===== src/rtl/utf8pv_pkg.sv =====
// shared types, constants and helpers for the utf-8 prefix validator
package utf8pv_pkg;

    localparam longint unsigned MAX_BYTES = 64'd65536;
    localparam int CNT_W = 17;
    localparam int VAL_W = 21;

    // counters stop at the size bound or at the top of their field
    localparam logic [CNT_W-1:0] CNT_CAP =
        CNT_W'((MAX_BYTES < 64'h1FFFF) ? MAX_BYTES : 64'h1FFFF);

    localparam logic [VAL_W-1:0] MIN_TWO    = 21'h000080;
    localparam logic [VAL_W-1:0] MIN_THREE  = 21'h000800;
    localparam logic [VAL_W-1:0] MIN_FOUR   = 21'h010000;
    localparam logic [VAL_W-1:0] MAX_CP     = 21'h10FFFF;
    localparam logic [VAL_W-1:0] SURR_LO    = 21'h00D800;
    localparam logic [VAL_W-1:0] SURR_HI    = 21'h00DFFF;

    localparam logic [2:0] SEQ_TWO   = 3'd2;
    localparam logic [2:0] SEQ_THREE = 3'd3;
    localparam logic [2:0] SEQ_FOUR  = 3'd4;

    // per-string decoder state
    typedef struct packed {
        logic [CNT_W-1:0] count;
        logic [CNT_W-1:0] bytes;
        logic [CNT_W-1:0] limit;
        logic [1:0]       pending;
        logic [2:0]       seq_len;
        logic [VAL_W-1:0] partial;
        logic             error;
        logic             first;
    } state_t;

    // one result transaction
    typedef struct packed {
        logic [CNT_W-1:0] codepoint_count;
        logic [CNT_W-1:0] prefix_bytes;
        logic             malformed;
    } result_t;

    // saturating counter add
    function automatic logic [CNT_W-1:0] sat_add(input logic [CNT_W-1:0] a,
                                                 input logic [2:0] b);
        logic [CNT_W:0] s;
        s = {1'b0, a} + {{(CNT_W - 2){1'b0}}, b};
        return (s > {1'b0, CNT_CAP}) ? CNT_CAP : s[CNT_W-1:0];
    endfunction

endpackage


===== src/rtl/utf8pv_step.sv =====
// combinational decode of one byte against the current string state
module utf8pv_step (
    input  utf8pv_pkg::state_t                 cur,
    input  logic [7:0]                         data_byte,
    input  logic                               final_byte,
    input  logic                               is_empty,
    input  logic [utf8pv_pkg::CNT_W-1:0]       codepoint_limit,
    output utf8pv_pkg::state_t                 nxt,
    output utf8pv_pkg::result_t                res,
    output logic                               produce
);

    utf8pv_pkg::state_t            work;
    logic [utf8pv_pkg::VAL_W-1:0]  pv;
    logic [utf8pv_pkg::VAL_W-1:0]  minimum;

    // cleared string state with first-of-string mark kept as given
    function automatic utf8pv_pkg::state_t cleared(input utf8pv_pkg::state_t s);
        utf8pv_pkg::state_t c;
        c         = s;
        c.count   = '0;
        c.bytes   = '0;
        c.pending = '0;
        c.seq_len = '0;
        c.partial = '0;
        c.error   = 1'b0;
        return c;
    endfunction

    // next state and result for one transaction
    always_comb
    begin
        work    = cur;
        res     = '0;
        produce = 1'b0;
        pv      = {cur.partial[utf8pv_pkg::VAL_W-7:0], data_byte[5:0]};
        minimum = utf8pv_pkg::MIN_FOUR;

        if (is_empty)
        begin
            work       = cleared(cur);
            work.first = 1'b1;
            produce    = 1'b1;
        end
        else
        begin
            // new string: clear and latch the limit
            if (cur.first)
            begin
                work       = cleared(cur);
                work.limit = codepoint_limit;
                work.first = 1'b0;
            end

            pv = {work.partial[utf8pv_pkg::VAL_W-7:0], data_byte[5:0]};
            if (work.seq_len == utf8pv_pkg::SEQ_TWO)
                minimum = utf8pv_pkg::MIN_TWO;
            else if (work.seq_len == utf8pv_pkg::SEQ_THREE)
                minimum = utf8pv_pkg::MIN_THREE;
            else
                minimum = utf8pv_pkg::MIN_FOUR;

            if (!work.error)
            begin
                if (work.pending == 2'd0)
                begin
                    // lead byte, only while under the limit
                    if (work.count < work.limit)
                    begin
                        if (!data_byte[7])
                        begin
                            work.count = utf8pv_pkg::sat_add(work.count, 3'd1);
                            work.bytes = utf8pv_pkg::sat_add(work.bytes, 3'd1);
                        end
                        else if (data_byte[7:5] == 3'b110)
                        begin
                            work.seq_len = utf8pv_pkg::SEQ_TWO;
                            work.partial = {16'b0, data_byte[4:0]};
                            work.pending = 2'd1;
                        end
                        else if (data_byte[7:4] == 4'b1110)
                        begin
                            work.seq_len = utf8pv_pkg::SEQ_THREE;
                            work.partial = {17'b0, data_byte[3:0]};
                            work.pending = 2'd2;
                        end
                        else if (data_byte[7:3] == 5'b11110)
                        begin
                            work.seq_len = utf8pv_pkg::SEQ_FOUR;
                            work.partial = {18'b0, data_byte[2:0]};
                            work.pending = 2'd3;
                        end
                        else
                        begin
                            work.error = 1'b1;
                        end
                    end
                end
                else if (data_byte[7:6] != 2'b10)
                begin
                    // bad continuation byte
                    work.error   = 1'b1;
                    work.pending = 2'd0;
                end
                else
                begin
                    work.partial = pv;
                    work.pending = work.pending - 2'd1;
                    // sequence complete: range, overlong and surrogate checks
                    if (work.pending == 2'd0)
                    begin
                        if (pv < minimum || pv > utf8pv_pkg::MAX_CP ||
                            (pv >= utf8pv_pkg::SURR_LO && pv <= utf8pv_pkg::SURR_HI))
                        begin
                            work.error = 1'b1;
                        end
                        else
                        begin
                            work.count = utf8pv_pkg::sat_add(work.count, 3'd1);
                            work.bytes = utf8pv_pkg::sat_add(work.bytes, work.seq_len);
                        end
                    end
                end
            end

            // end of string: cut-off check and report
            if (final_byte)
            begin
                if (work.pending != 2'd0 && !work.error)
                    work.error = 1'b1;
                res.codepoint_count = work.count;
                res.prefix_bytes    = work.bytes;
                res.malformed       = work.error;
                produce             = 1'b1;
                work                = cleared(work);
                work.first          = 1'b1;
            end
        end

        nxt = work;
    end

endmodule


===== src/rtl/utf8_prefix_validator.sv =====
// top level of the utf-8 prefix validator with state and output buffering
//
// Input channel: one byte of a string per transaction (data_byte,
// final_byte, is_empty, codepoint_limit), qualified by in_valid and
// held off by in_stall. The limit is taken from the first byte of each
// string. Output channel: one result transaction (codepoint_count,
// prefix_bytes, malformed) for each byte marked final_byte and for each
// is_empty transaction, qualified by out_valid and held by out_stall.
// Throughput: one byte per cycle while in_stall is low; the decode of a
// byte is a single pass through the step logic into the string state
// registers. A result is registered in the output register, or in the
// skid register while the output register is held by out_stall.
// Reset clears all string state and marks the next byte as the first of a
// string; both output slots empty.
// When the receiver stalls, the result waits in the output register and a
// second result goes to a skid register; in_stall rises only while the
// skid register is full, so bytes keep flowing while one result waits.
module utf8_prefix_validator (
    input  logic                            clk,
    input  logic                            rst_n,
    input  logic                            in_valid,
    output logic                            in_stall,
    input  logic [7:0]                      data_byte,
    input  logic                            final_byte,
    input  logic                            is_empty,
    input  logic [utf8pv_pkg::CNT_W-1:0]    codepoint_limit,
    output logic                            out_valid,
    input  logic                            out_stall,
    output logic [utf8pv_pkg::CNT_W-1:0]    codepoint_count,
    output logic [utf8pv_pkg::CNT_W-1:0]    prefix_bytes,
    output logic                            malformed
);

    utf8pv_pkg::state_t   state_reg;
    utf8pv_pkg::state_t   state_next;
    utf8pv_pkg::result_t  step_res;
    logic                 step_produce;
    logic                 in_accept;
    logic                 res_valid;

    utf8pv_pkg::result_t  out_reg;
    logic                 out_valid_reg;
    utf8pv_pkg::result_t  skid_reg;
    logic                 skid_valid_reg;

    // per-byte decode
    utf8pv_step u_step (
        .cur             (state_reg),
        .data_byte       (data_byte),
        .final_byte      (final_byte),
        .is_empty        (is_empty),
        .codepoint_limit (codepoint_limit),
        .nxt             (state_next),
        .res             (step_res),
        .produce         (step_produce)
    );

    assign in_stall  = skid_valid_reg;
    assign in_accept = in_valid && !in_stall;
    assign res_valid = in_accept && step_produce;

    // string state
    always_ff @(posedge clk or negedge rst_n)
    begin
        if (!rst_n)
        begin
            state_reg <= '{count: '0, bytes: '0, limit: '0, pending: '0,
                           seq_len: '0, partial: '0, error: 1'b0, first: 1'b1};
        end
        else if (in_accept)
        begin
            state_reg <= state_next;
        end
    end

    // output register and skid register valid flags
    always_ff @(posedge clk or negedge rst_n)
    begin
        if (!rst_n)
        begin
            out_valid_reg  <= 1'b0;
            skid_valid_reg <= 1'b0;
        end
        else if (!out_valid_reg || !out_stall)
        begin
            out_valid_reg  <= skid_valid_reg || res_valid;
            skid_valid_reg <= 1'b0;
        end
        else if (res_valid)
        begin
            skid_valid_reg <= 1'b1;
        end
    end

    // result payloads
    always_ff @(posedge clk)
    begin
        if (!out_valid_reg || !out_stall)
        begin
            out_reg <= skid_valid_reg ? skid_reg : step_res;
        end
        else if (res_valid)
        begin
            skid_reg <= step_res;
        end
    end

    assign out_valid       = out_valid_reg;
    assign codepoint_count = out_reg.codepoint_count;
    assign prefix_bytes    = out_reg.prefix_bytes;
    assign malformed       = out_reg.malformed;

    // skid register only fills behind a full output register
    a_skid_behind_out: assert property (@(posedge clk) disable iff (!rst_n)
        skid_valid_reg |-> out_valid_reg)
        else $error("skid register full with empty output register");

    // every codepoint takes at least one byte
    a_count_le_bytes: assert property (@(posedge clk) disable iff (!rst_n)
        state_reg.count <= state_reg.bytes)
        else $error("codepoint count exceeds byte count");

    // byte counter never passes the cap
    a_bytes_capped: assert property (@(posedge clk) disable iff (!rst_n)
        state_reg.bytes <= utf8pv_pkg::CNT_CAP)
        else $error("byte counter above cap");

    // an open sequence never coexists with an error
    a_pending_no_error: assert property (@(posedge clk) disable iff (!rst_n)
        (state_reg.pending != 2'd0) |-> !state_reg.error)
        else $error("pending continuation bytes after an error");

    // a fresh string starts with clear counters
    a_first_cleared: assert property (@(posedge clk) disable iff (!rst_n)
        state_reg.first |-> (state_reg.count == '0 && state_reg.bytes == '0))
        else $error("counters not cleared at start of string");

endmodule

===== config.mk =====
export PLATFORM = sky130hd
export DESIGN_NAME = utf8_prefix_validator
export DESIGN_NICKNAME = d
export VERILOG_FILES = /design/src/rtl/utf8pv_pkg.sv /design/src/rtl/utf8pv_step.sv /design/src/rtl/utf8_prefix_validator.sv
export SDC_FILE = /design/constraint.sdc
export NUM_CORES = 1
export LEC_CHECK = 0
export ABC_AREA = 1
export BUFFER_PORTS_ARGS = -buffer_cell sky130_fd_sc_hd__buf_2
export CORE_UTILIZATION = 45
export DETAILED_ROUTE_END_ITERATION = 7
export MAX_ROUTING_LAYER = met4
export PLACE_DENSITY = 0.69
export REMOVE_ABC_BUFFERS = 1
export SLEW_MARGIN = 20
export SYNTH_ARGS = -nofsm -noshare
export SYNTH_HDL_FRONTEND = slang
export SYNTH_HIERARCHICAL = 1
export SYNTH_SLANG_ARGS = --single-unit

===== constraint.sdc =====
create_clock -name clk -period 4 [get_ports clk]
set_input_delay 0.4 -clock clk [delete_from_list [all_inputs] [get_ports clk]]
set_output_delay 0.4 -clock clk [all_outputs]
set_load 0.02 [all_outputs]

After elaboration in Yosys (flattened, before gate mapping)
Index checks and enable logic that the tools add are counted.
{"block": "word_totals", "regBits": 151, "out_inout_bits": 37, "word_cells": 97}
{"block": "op_classes", "addsub": 4, "n_lt_le_gt_ge": 8, "n_eq_ne": 6, "mux": 43, "bitwise": 2, "n_reduce_logical": 18}
{"cell": "79-bit two-way mux", "n": 4}
{"cell": "34-bit two-way mux", "n": 7}
{"cell": "27-bit two-way mux", "n": 4}
{"cell": "35-bit two-way mux", "n": 3}
{"cell": "26-bit two-way mux", "n": 3}
{"cell": "17-bit two-way mux", "n": 4}
{"cell": "21-bit two-way mux", "n": 3}
{"cell": "18-bit by 17-bit > comparator with 1-bit output, second input constant", "n": 3}
{"cell": "17-bit by 1-bit adder with 18-bit output, second input constant", "n": 2}
{"cell": "22-bit two-way mux", "n": 1}
{"cell": "21-bit by 16-bit >= comparator with 1-bit output, second input constant", "n": 1}
{"cell": "21-bit > comparator, second input constant", "n": 1}
{"cell": "21-bit by 16-bit <= comparator with 1-bit output, second input constant", "n": 1}
{"cell": "21-bit < comparator", "n": 1}
{"cell": "17-bit by 3-bit adder with 18-bit output", "n": 1}
{"cell": "17-bit < comparator", "n": 1}
{"cell": "1-bit two-way mux", "n": 11}
{"cell": "3-bit by 2-bit equality test with 1-bit output, second input constant", "n": 2}
{"cell": "5-bit equality test, second input constant", "n": 1}
{"cell": "4-bit equality test, second input constant", "n": 1}
{"cell": "1-bit logical AND", "n": 4}
{"cell": "1-bit logical NOT", "n": 4}
{"cell": "2-bit logical NOT", "n": 2}
{"cell": "1-bit logical OR", "n": 4}
{"cell": "8 further kinds", "n": 12}

Longest topological paths before layout
{"block": "logic_depth", "depth_word": 21, "mapped_depth": 28}

Hierarchy
The synthesis kept the hierarchy.
{"mod": "utf8_prefix_validator", "instances": 1, "cells_each": 534, "area_per_inst_um2": 5754.3, "seq_area_each_um2": 4130.2}
{"mod": "utf8pv_step", "instances": 1, "cells_each": 1140, "area_per_inst_um2": 5590.4, "seq_area_each_um2": 0.0}

Worst setup path after synthesis
Ideal clock, no wire load.
{"block": "synth_timing", "kind": "register -> register", "from": "register state_reg[0] (netlist name)", "to": "register out_reg (netlist bit codepoint_count[3]), data pin", "setup_ns": 0.252, "t_arrival_ns": 3.713, "t_required_ns": 3.748, "slack_ns": 0.035, "stages_incl_launch_ff": 22, "period_less_slack_ns": 3.965, "cell_sequence": "dfstp_2 -> buf_2 -> buf_4 -> buf_2 -> buf_1 -> mux2i_1 -> ha_1 -> nand2_1 -> nor2_1 -> nor2_1 -> nand2_1 -> o21ai_0 -> nand3_2 -> nor2_1 -> nand2_1 -> nand2_1 -> buf_2 -> nand3_1 -> o21ai_0 -> nor2_1 -> nand2_1 -> nand2_1"}
{"item": "start, declared", "line_no": "utf8_prefix_validator.sv:34", "rtl": "utf8pv_pkg::state_t state_reg;"}
{"item": "start signal, assigned", "line_no": "utf8_prefix_validator.sv:67", "rtl": "state_reg <= '{count: '0, bytes: '0, limit: '0, pending: '0,"}
{"item": "start signal, assigned", "line_no": "utf8_prefix_validator.sv:72", "rtl": "state_reg <= state_next;"}
{"item": "end signal, assigned", "line_no": "utf8_prefix_validator.sv:100", "rtl": "out_reg <= skid_valid_reg ? skid_reg : step_res;"}
{"item": "end, declared", "line_no": "utf8_prefix_validator.sv:41", "rtl": "utf8pv_pkg::result_t out_reg;"}

==> reports/metrics.yaml <==
clock_network:
  cts_buffers: 17
  cts_setup_buffers: 0
  htreeDepth: 4
  cts_root_buf: "clkbuf_16"
  numClockSinks: 145
  clockBufferDepth: 2
  clk_latency_ps: 420
  cts_tree: "done"
  path_clk_slew_ps: 70
cells_and_area:
  num_antenna_cells: 0
  largest_reg_flops: 73
  area_delta_synth_final_pct: 10.3
  drive_gt1_frac: 0.107
  register_area_sq_mm: 0.00398
  final_nets: 1694
  n_fill_cell: 2370
  multi_input_area_sq_mm: 0.00599
  finalNonFillerCells: 1970
drt:
  via_count: 11100
  detail_route.wl_per_cell_um: 17.5
  wirelength_um: 34500
  drt_iter0_markers: 1019
  vias_per_cell: 5.62
  ant_nets: 0
  first_pass_iters: 7
  drc_errors: 0
worst_hold_path:
  hold_depth: 5
  whs_endpoint: "state_reg[28]$_DFFE_PN0P_"
  hold_start: "codepoint_limit[0]"
  hp-class: "primary input to register"
flow_run:
  cap_violations: 0
global_routing:
  grt_usage: 0.293
  grt_pass1_vias: 10300
  grt_max_degree: 75
  grt_overflow: 0
  antenna_found_initial: 0
  grt_pass1_wl_um: 55100
logic_synthesis:
  synthesis.area_sq_mm: 0.0109
  syn_inst: 1612
  avgSynthCellArea_sq_um: 6.77
  ys_warn_count: 6
setup_path:
  rr_startpoint: "state_reg[0]$_DFFE_PN1P_"
  ff2ff_setup_slack_ps: 260
  worstRegToRegCells: 18
  critPathRequiredTime_ps: 4360
  arrival_ps: 4100
  critPathLaunchType: "register"
  rr_endpoint: "state_reg[3]$_DFFE_PN0P_"
  criticalPathCategory: "register to register"
  path_max_fanout: 26
  cp-end-kind: "register"
floorplan:
  die_h_um: 158
  core_area_sq_mm: 0.0236
  fp.dieW_um: 158
  row_count: 56
  start_util: 0.462
  num_io_pins: 68
  die_area_sq_mm: 0.0249
place:
  hpwl_um: 22800
  post-place-ws_ps: 290
  gp_congestion: 1.03
  numPortBuffers: 67
  dp.cells: 1937
sta:
  fin_ws_ps: 256
  finalMaxSlewViolations: 0
  rsz0062_at_grt: "false"
  finalCritPeriodShare: 0.936
  max_freq_mhz: 267
  worst_slew_pin_slew_ps: 934
  finalHoldViolCount: 0
  fin_crit_ps: 3740
  fin_hold_ws_ps: 417
  slew_headroom: 0.375
  setup_viol: 0
  clock_skew_ps: 11.2
power:
  leakage_nw: 5.72
  p_per_area_mw_per_mm2: 353
  totalPowerFinal_mw: 4.25
  peakVddDrop_uv: 269
outcome:
  outcome: "finished, final reports clean"
==> power breakdown <==
part / internal [mW] / total, mW / switching (mW)
clock network: 0.813 / 1.54 / 0.724
logic: 0.281 / 0.938 / 0.657
registers: 1.70 / 1.77 / 0.0736
total: 2.79 / 4.25 / 1.45
==> worst max path at each step <==
stage / startpoint / endpoint
2_1_floorplan: state_reg[0]$_DFFE_PN1P_ / codepoint_count[16]$_DFFE_PP_
3_3_place_gp: state_reg[0]$_DFFE_PN1P_ / state_reg[3]$_DFFE_PN0P_
3_5_place_dp: state_reg[0]$_DFFE_PN1P_ / codepoint_count[4]$_DFFE_PP_
4_1_cts: state_reg[0]$_DFFE_PN1P_ / codepoint_count[4]$_DFFE_PP_
5_1_grt: state_reg[0]$_DFFE_PN1P_ / codepoint_count[3]$_DFFE_PP_
6_report: state_reg[0]$_DFFE_PN1P_ / state_reg[3]$_DFFE_PN0P_
==> metrics by stage <==
stage / instance area, sq um / setup TNS (ps) / util
2_1_floorplan: 10400 / -189 / -
3_3_place_gp: 11500 / 0 / 0.486
5_1_grt: 12000 / 0 / 0.510
6_report: 12000 / 0 / 0.510
4_1_cts: 12000 / 0 / 0.510
3_5_place_dp: 11500 / 0 / 0.486
==> repair_timing <==
action,CTS,global route
setup endpoints to repair,0,5
resized for setup,0,3
endpoints found under the hold margin,17,0
hold buffers,1,0
==> cell type report <==
| cell class | count | area share |
|---|---|---|
| multi-input combinational | 1243 | 0.498 |
| clock inverter | 15 | 0.0102 |
| tap | 319 | 0.0331 |
| inverter | 127 | 0.0400 |
| clock buffer | 17 | 0.0353 |
| timing repair buffer | 104 | 0.0534 |
| sequential | 145 | 0.330 |
==> layout by cell type (no fill, tap or decap), types with 9 or more instances in the layout <==
master       n
edfxtp_1    70
a21oi_1    138
buf_2       66
clkbuf_16   17
a211oi_1     9
nand4_1     14
o21ai_0    100
nand2_2     14
nor3_1      11
nor2_1     116
nor2_2      10
inv_1      117
xor2_1      24
nand2_1    549
buf_4       35
dfrtp_1     74
nand3_1    163
mux2i_1     16
ha_1        25
==> routing by layer <==
metal,routed length (um),track usage
met5,0,-
met4,669,0.0915
met3,3040,0.0411
met2,15300,0.442
met1,15500,0.405
==> worst max-delay path, stage by stage, from the launching register on <==
cell and delay, ps:
dfstp_2 600, buf_12 230, mux2i_1 310, ha_1 300, a21oi_1 200, o21a_1 140, nor2_1 40, o21ai_0 180
nand3_2 110, buf_4 200, inv_1 130, nand2_1 340, o21ai_0 280, a21oi_1 50, o21ai_0 150, o21ai_0 100
nor2_1 100, nand3_1 80, nand2_1 100
Note: power is estimated with default switching activity, not from simulation.
